### src/rtl/tsrs_pkg.sv
`timescale 1ns / 1ps

package tsrs_pkg;

  // Item kinds carried on in_tuser
  localparam logic [1:0] OP_CLEAR      = 2'd0;
  localparam logic [1:0] OP_APPEND     = 2'd1;
  localparam logic [1:0] OP_SORT_RANK  = 2'd2;
  localparam logic [1:0] OP_SORT_LEVEL = 2'd3;

  localparam int unsigned KeyW  = 16;
  localparam int unsigned DataW = 48;

  // One member record, tag in the lowest bits
  typedef struct packed {
    logic        online;
    logic [15:0] level;
    logic [7:0]  rank;
    logic [15:0] tag;
  } rec_t;

  // Control of the shared compare/count unit
  typedef struct packed {
    logic clr;         // restart the count for a new record
    logic en;          // a stored record is presented for compare
    logic by_level;    // key select
    logic descending;  // direction of this sort
    logic earlier;     // presented record sits before the current one
  } rank_ctl_t;

  function automatic logic [KeyW-1:0] key_of(input rec_t r, input logic by_level);
    logic [KeyW-1:0] k;
    k = by_level ? r.level : {8'd0, r.rank};
    return k;
  endfunction

endpackage

### src/rtl/tsrs_rank_unit.sv
`timescale 1ns / 1ps

// Shared compare unit: counts how many stored records go ahead of the
// current one in a stable sort, one compare per cycle while ctl.en is set.
module tsrs_rank_unit #(
  parameter int unsigned AW = 6
) (
  input  logic                clk,
  input  logic                rst_n,
  input  tsrs_pkg::rank_ctl_t ctl,
  input  tsrs_pkg::rec_t      cur,
  input  tsrs_pkg::rec_t      other,
  output logic [AW-1:0]       pos
);

  logic [tsrs_pkg::KeyW-1:0] key_c;
  logic [tsrs_pkg::KeyW-1:0] key_o;
  logic                      ahead;
  logic [AW-1:0]             cnt_r;
  logic [AW-1:0]             cnt_nxt;

  // other goes first if its key strictly wins, or ties and it came earlier
  always_comb begin
    key_c = tsrs_pkg::key_of(cur, ctl.by_level);
    key_o = tsrs_pkg::key_of(other, ctl.by_level);
    if (key_o == key_c) begin
      ahead = ctl.earlier;
    end else if (ctl.descending) begin
      ahead = key_o > key_c;
    end else begin
      ahead = key_o < key_c;
    end
  end

  always_comb begin
    cnt_nxt = cnt_r;
    if (ctl.clr) begin
      cnt_nxt = '0;
    end else if (ctl.en && ahead) begin
      cnt_nxt = cnt_r + AW'(1);
    end
  end

  always_ff @(posedge clk) begin
    if (!rst_n) begin
      cnt_r <= '0;
    end else begin
      cnt_r <= cnt_nxt;
    end
  end

  assign pos = cnt_r;

endmodule

### config.mk
export PLATFORM = sky130hd
export DESIGN_NAME = tsrs_rank_unit
export DESIGN_NICKNAME = d
export VERILOG_FILES = /design/src/rtl/tsrs_pkg.sv /design/src/rtl/tsrs_rank_unit.sv
export SDC_FILE = /design/constraint.sdc
export NUM_CORES = 1
export LEC_CHECK = 0
export BUFFER_PORTS_ARGS = -buffer_cell sky130_fd_sc_hd__buf_4
export CORE_ASPECT_RATIO = 0.5
export CORE_UTILIZATION = 32
export DETAILED_ROUTE_END_ITERATION = 8
export PLACE_DENSITY_LB_ADDON = 0.25
export SLEW_MARGIN = 10
export SYNTH_ARGS = -nofsm -noshare
export SYNTH_HDL_FRONTEND = slang
export SYNTH_SLANG_ARGS = --single-unit
### constraint.sdc
create_clock -name clk -period 2.9 [get_ports clk]
set_input_delay 0.29 -clock clk [delete_from_list [all_inputs] [get_ports clk]]
set_output_delay 0.29 -clock clk [all_outputs]
set_load 0.02 [all_outputs]
# Yosys cells after proc, flatten, opt, wreduce, memory -nomap -nowiden
# Index checks and enable logic that the tools add are counted.
# totals
register_bits,6
latch_bits,0
ram_bits,0
rom_bits,0
input_bits,89
word_cells,12
mem_count,0
# op_classes
addsub,1
n_mul,0
n_div,0
n_lt_le_gt_ge,2
eq_ne,1
n_shift,0
muxes,4
n_bitwise,1
reduce_logical,2
# ops
operator,n
two-way mux 16 bit,2
== test 16 bit,1
greater-than comparator 16 bit,1
< comparator 16 bit,1
"adder 6 x 1 -> 6 bit, second input constant",1
two-way mux 1 bit,2
OR reduction 2 bit,1
logical AND 1 bit,1
NOT 1 bit,1

# Logic depth before layout (Yosys ltp)
# logic_depth
depth_word,5
mapped_depth,11

# Worst setup path after synthesis
# Ideal clock, no wire load.
# synth_path
path_kind,input to register
start,input port ctl[2] in the netlist's numbering
end,register cnt_r[3] (netlist: pos[3])
t_arrival_ps,2844
required_ps,2784
setup_slack_ps,-60
cell_stages,11
n_path_buf,2
path_cell_list,clkbuf_1 clkbuf_1 mux2_2 ha_1 nand4_1 nor4_2 or2_2 a31oi_1 nor3b_4 a31oi_1 a41o_1
# synth_via
elab_chain_len,5
word_cells_on_any_way,8
classes_between,order compare: 2; eq/ne: 1; mux: 4; reduce/logical: 1
# synth_lines
item,line,rtl
start: declaration,tsrs_rank_unit.sv:10,"input tsrs_pkg::rank_ctl_t ctl,"
two-way mux 16 bit,tsrs_pkg.sv:33,"k = by_level ? r.level : {8'd0, r.rank};"
< comparator 16 bit or greater-than comparator 16 bit (tied branches),"tsrs_rank_unit.sv:31, tsrs_rank_unit.sv:29",
two-way mux 1 bit,tsrs_rank_unit.sv:28,end else if (ctl.descending) begin
two-way mux 1 bit (*),tsrs_rank_unit.sv:26,if (key_o == key_c) begin
logical AND 1 bit (*),tsrs_rank_unit.sv:39,end else if (ctl.en && ahead) begin
end signal: assignment,tsrs_rank_unit.sv:48,cnt_r <= cnt_nxt;
end: declaration,tsrs_rank_unit.sv:19,logic [AW-1:0] cnt_r;
# Mark *: on every way between the ends. The rest lies on a longest branch, timed or not.
# A chain may end at the register's enable or synchronous reset.

# Worst setup path after layout
# layout_path
start,input port ctl[2] in the netlist's numbering
end,register cnt_r[5] (netlist: pos[5])
# Same word-level chain as after synthesis.

==> reports/metrics.yaml <==
status: "completed"
antenna_found_initial: 0
cts_hold_buf: 0
drc_errors: 0
gp_congestion: 0.653
rsz0062_at_grt: "no"
reg2reg_slack_ns: 1.72
synth_top_family_by_area: "simple AND/OR/NAND/NOR gates"
track_usage: 0.136
hp-class: "in -> reg"
dieArea_mm2: 0.00322
critPathArrivalTime_ns: 2.74
hp-start: "rst_n"
grt_pass1_vias: 852
largest_register_ffs: 6
synth_top_area_frac: 0.223
final_cells: 213
worstReg2RegEnd: "pos[5]$_SDFFE_PP0P_"
r2r-start: "pos[0]$_SDFFE_PP0P_"
ys_ff_latch: 6
min_to: "pos[0]$_SDFFE_PP0P_"
setup_viol: 0
worst_pin_slew_ns: 0.462
route.vias.total: 1016
period_needed_ns: 2.63
setup_tns_ns: 0
postLayoutCellArea_mm2: 0.00150
synthesis.area_um2: 956
fin_crit_sh: 0.906
antennaDiodeCount: 0
cp_top_family: "simple AND/OR/NAND/NOR gates"
grt-ovfl-total: 0
cts_tree: "yes"
ys_warn_count: 0
rows: 13
syn_inst: 114
fin_nets: 284
io_buffers: 60
wl_per_cell_um: 10.6
critPathMaxStageDelay_ns: 0.38
synth_compound_area_frac: 0.161
htree_levels: 1
synthAdderAreaFrac: 0.223
cap_violations: 0
crit_top_cell: "a31oi_1"
cts_sinks: 6
ys_types: 28
critical_path_buf_inv_count: 1
clock_path_buffers: 2
post-dp-hpwl_um: 1960
crit_chain: "buf_4 > mux2_2 > ha_1 > nand4_1 > nor4_2 > or2_2 > a31oi_1 > nor3b_4 > a31oi_1 > a41o_1"
fmax_mhz: 381
cts_root_buf: "clkbuf_8"
synth_mux_area_frac: 0.188
cp_slowest_cell: "mux2_2"
synth_nets: 220
seq_area_frac_synth: 0.126
path_clk_slew_ns: 0.04
crit_path_start_kind: "input pin"
ir_worst_vdd_mv: 0.196
cp-end-kind: "flop"
path_class: "in -> reg"
p_leak_nw: 0.764
postCtsSetupBuffers: 0
initial_core_util: 0.352
ios: 95
grt_pass1_wl_um: 3410
cts_buffers: 3
crit_start: "ctl[2]"
dp_cells: 210
slew_headroom: 0.692
via_per_inst: 4.77
first_iter_violations: 5
first_pass_iters: 2
wl_um: 2250
syn_to_final_growth_pct: 57.1
synth-xor-area-share: 0.00916
synth_area_leaders: "ha_1 (22%), dfxtp_1 (13%), mux2i_1 (9.4%)"
synth-simple-area-share: 0.274
die_w_um: 79.3
power.density_mw_per_mm2: 256
grt_max_degree: 31
drv_slew: 0
coreArea_mm2: 0.00272
die_y_um: 40.6
finClkSkew_ns: 0.00422
required_ns: 3.01
clk_latency_ns: 0.22
post_cts_resized: 0
reg2reg_depth: 4
drive_gt1_frac: 0.443
synth_area_leader_cell: "ha_1"
whs_path_depth: 3
finalHoldViolations: 0
utilization: 0.553
placed_cell_area_mm2: 0.00146
syn_area_per_cell_um2: 8.39
cp_max_fo: 30
drtAntennaViolNets: 0
[report_power, final]
part	total [W]	internal, W	leakage [nW]	switching, W
combinational	0.000175	0.000105	0.694	0.0000699
clock	0.000124	0.0000891	0.0216	0.0000349
sequential	0.0000853	0.0000840	0.0484	0.00000122
total	0.000384	0.000278	0.764	0.000106
[layout make-up]
type / instances / area (um2)
fill: 260 / 1210
inverter: 1 / 3.75
multi-input combinational: 103 / 817
timing repair buffer: 63 / 473
sequential: 6 / 120
tap: 37 / 46.3
clock buffer: 3 / 41.3
[per-stage QoR]
stage	total power, W	hold WS [ns]	worst slack [ns]
6_report	0.000384	0.399	0.272
5_1_grt	0.000413	0.433	0.0604
4_1_cts	0.000389	0.403	0.253
3_5_place_dp	0.000264	0.492	0.0275
3_3_place_gp	0.000260	0.475	0.0622
2_1_floorplan	0.000185	0.491	0.0436
[cells in the final DEF (no fill, tap or decap), drive strengths merged, types with 2 or more instances in the layout]
master and n:
buf 63, ha 17, nand2 16, and2 9, mux2i 9, mux2 8
a21oi 6, nand4 6, nor2 6, dfxtp 6, o21ai 3, nor2b 3
a31oi 3, clkbuf 3, nand2b 2, a21o 2, a41o 2
[kinds of logic after synthesis]
group                    count (synthesis)
buffers and inverters                    5
AO/OA/AOI/OAI                           20
adder cells (fa/ha/maj)                 17
XOR/XNOR                                 1
AND/OR/NAND/NOR                         48
flip-flops                               6
multiplexers                            17
[worst register-to-register path: stages (launching register included)]
cell and delay [ns]:
dfxtp_1 0.39, and2_1 0.19, and3_1 0.20, a31oi_1 0.09, a41o_1 0.21
[metal layers]
layer  wire length, um  GRT usage  vias up
li1                  -          -      548
met5                 0          0        -
met3                90    0.00889        3
met1              1080      0.168      440
met4                16     0.0273        0
met2              1070      0.276       25
[worst max-delay path by stage]
stage	end	slack, ns	cells after the start
floorplan	pos[3]$_SDFFE_PP0P_	0.04	11
global placement	pos[3]$_SDFFE_PP0P_	0.06	10
detailed placement	pos[5]$_SDFFE_PP0P_	0.03	10
CTS	pos[5]$_SDFFE_PP0P_	0.25	10
global route	pos[5]$_SDFFE_PP0P_	0.06	10
finish	pos[5]$_SDFFE_PP0P_	0.27	10
[Yosys cell counts]
master	count
nor2b_1	3
or2_2	1
clkbuf_1	4
nor3b_4	1
xnor2_1	1
nor2_1	6
ha_1	17
o21ai_0	3
nor3_1	1
nand3_1	1
a31o_1	1
a31oi_1	3
a21o_1	2
and3_1	1
dfxtp_1	6
mux2_2	8
a21oi_1	6
a2111o_1	1
nand2_1	16
a41o_1	2
nand2b_1	2
nor4_2	1
o211ai_1	1
mux2i_1	9
nand4_1	6
and2_1	9
inv_1	1
a2111oi_4	1
(Power assumes the default switching activity.)
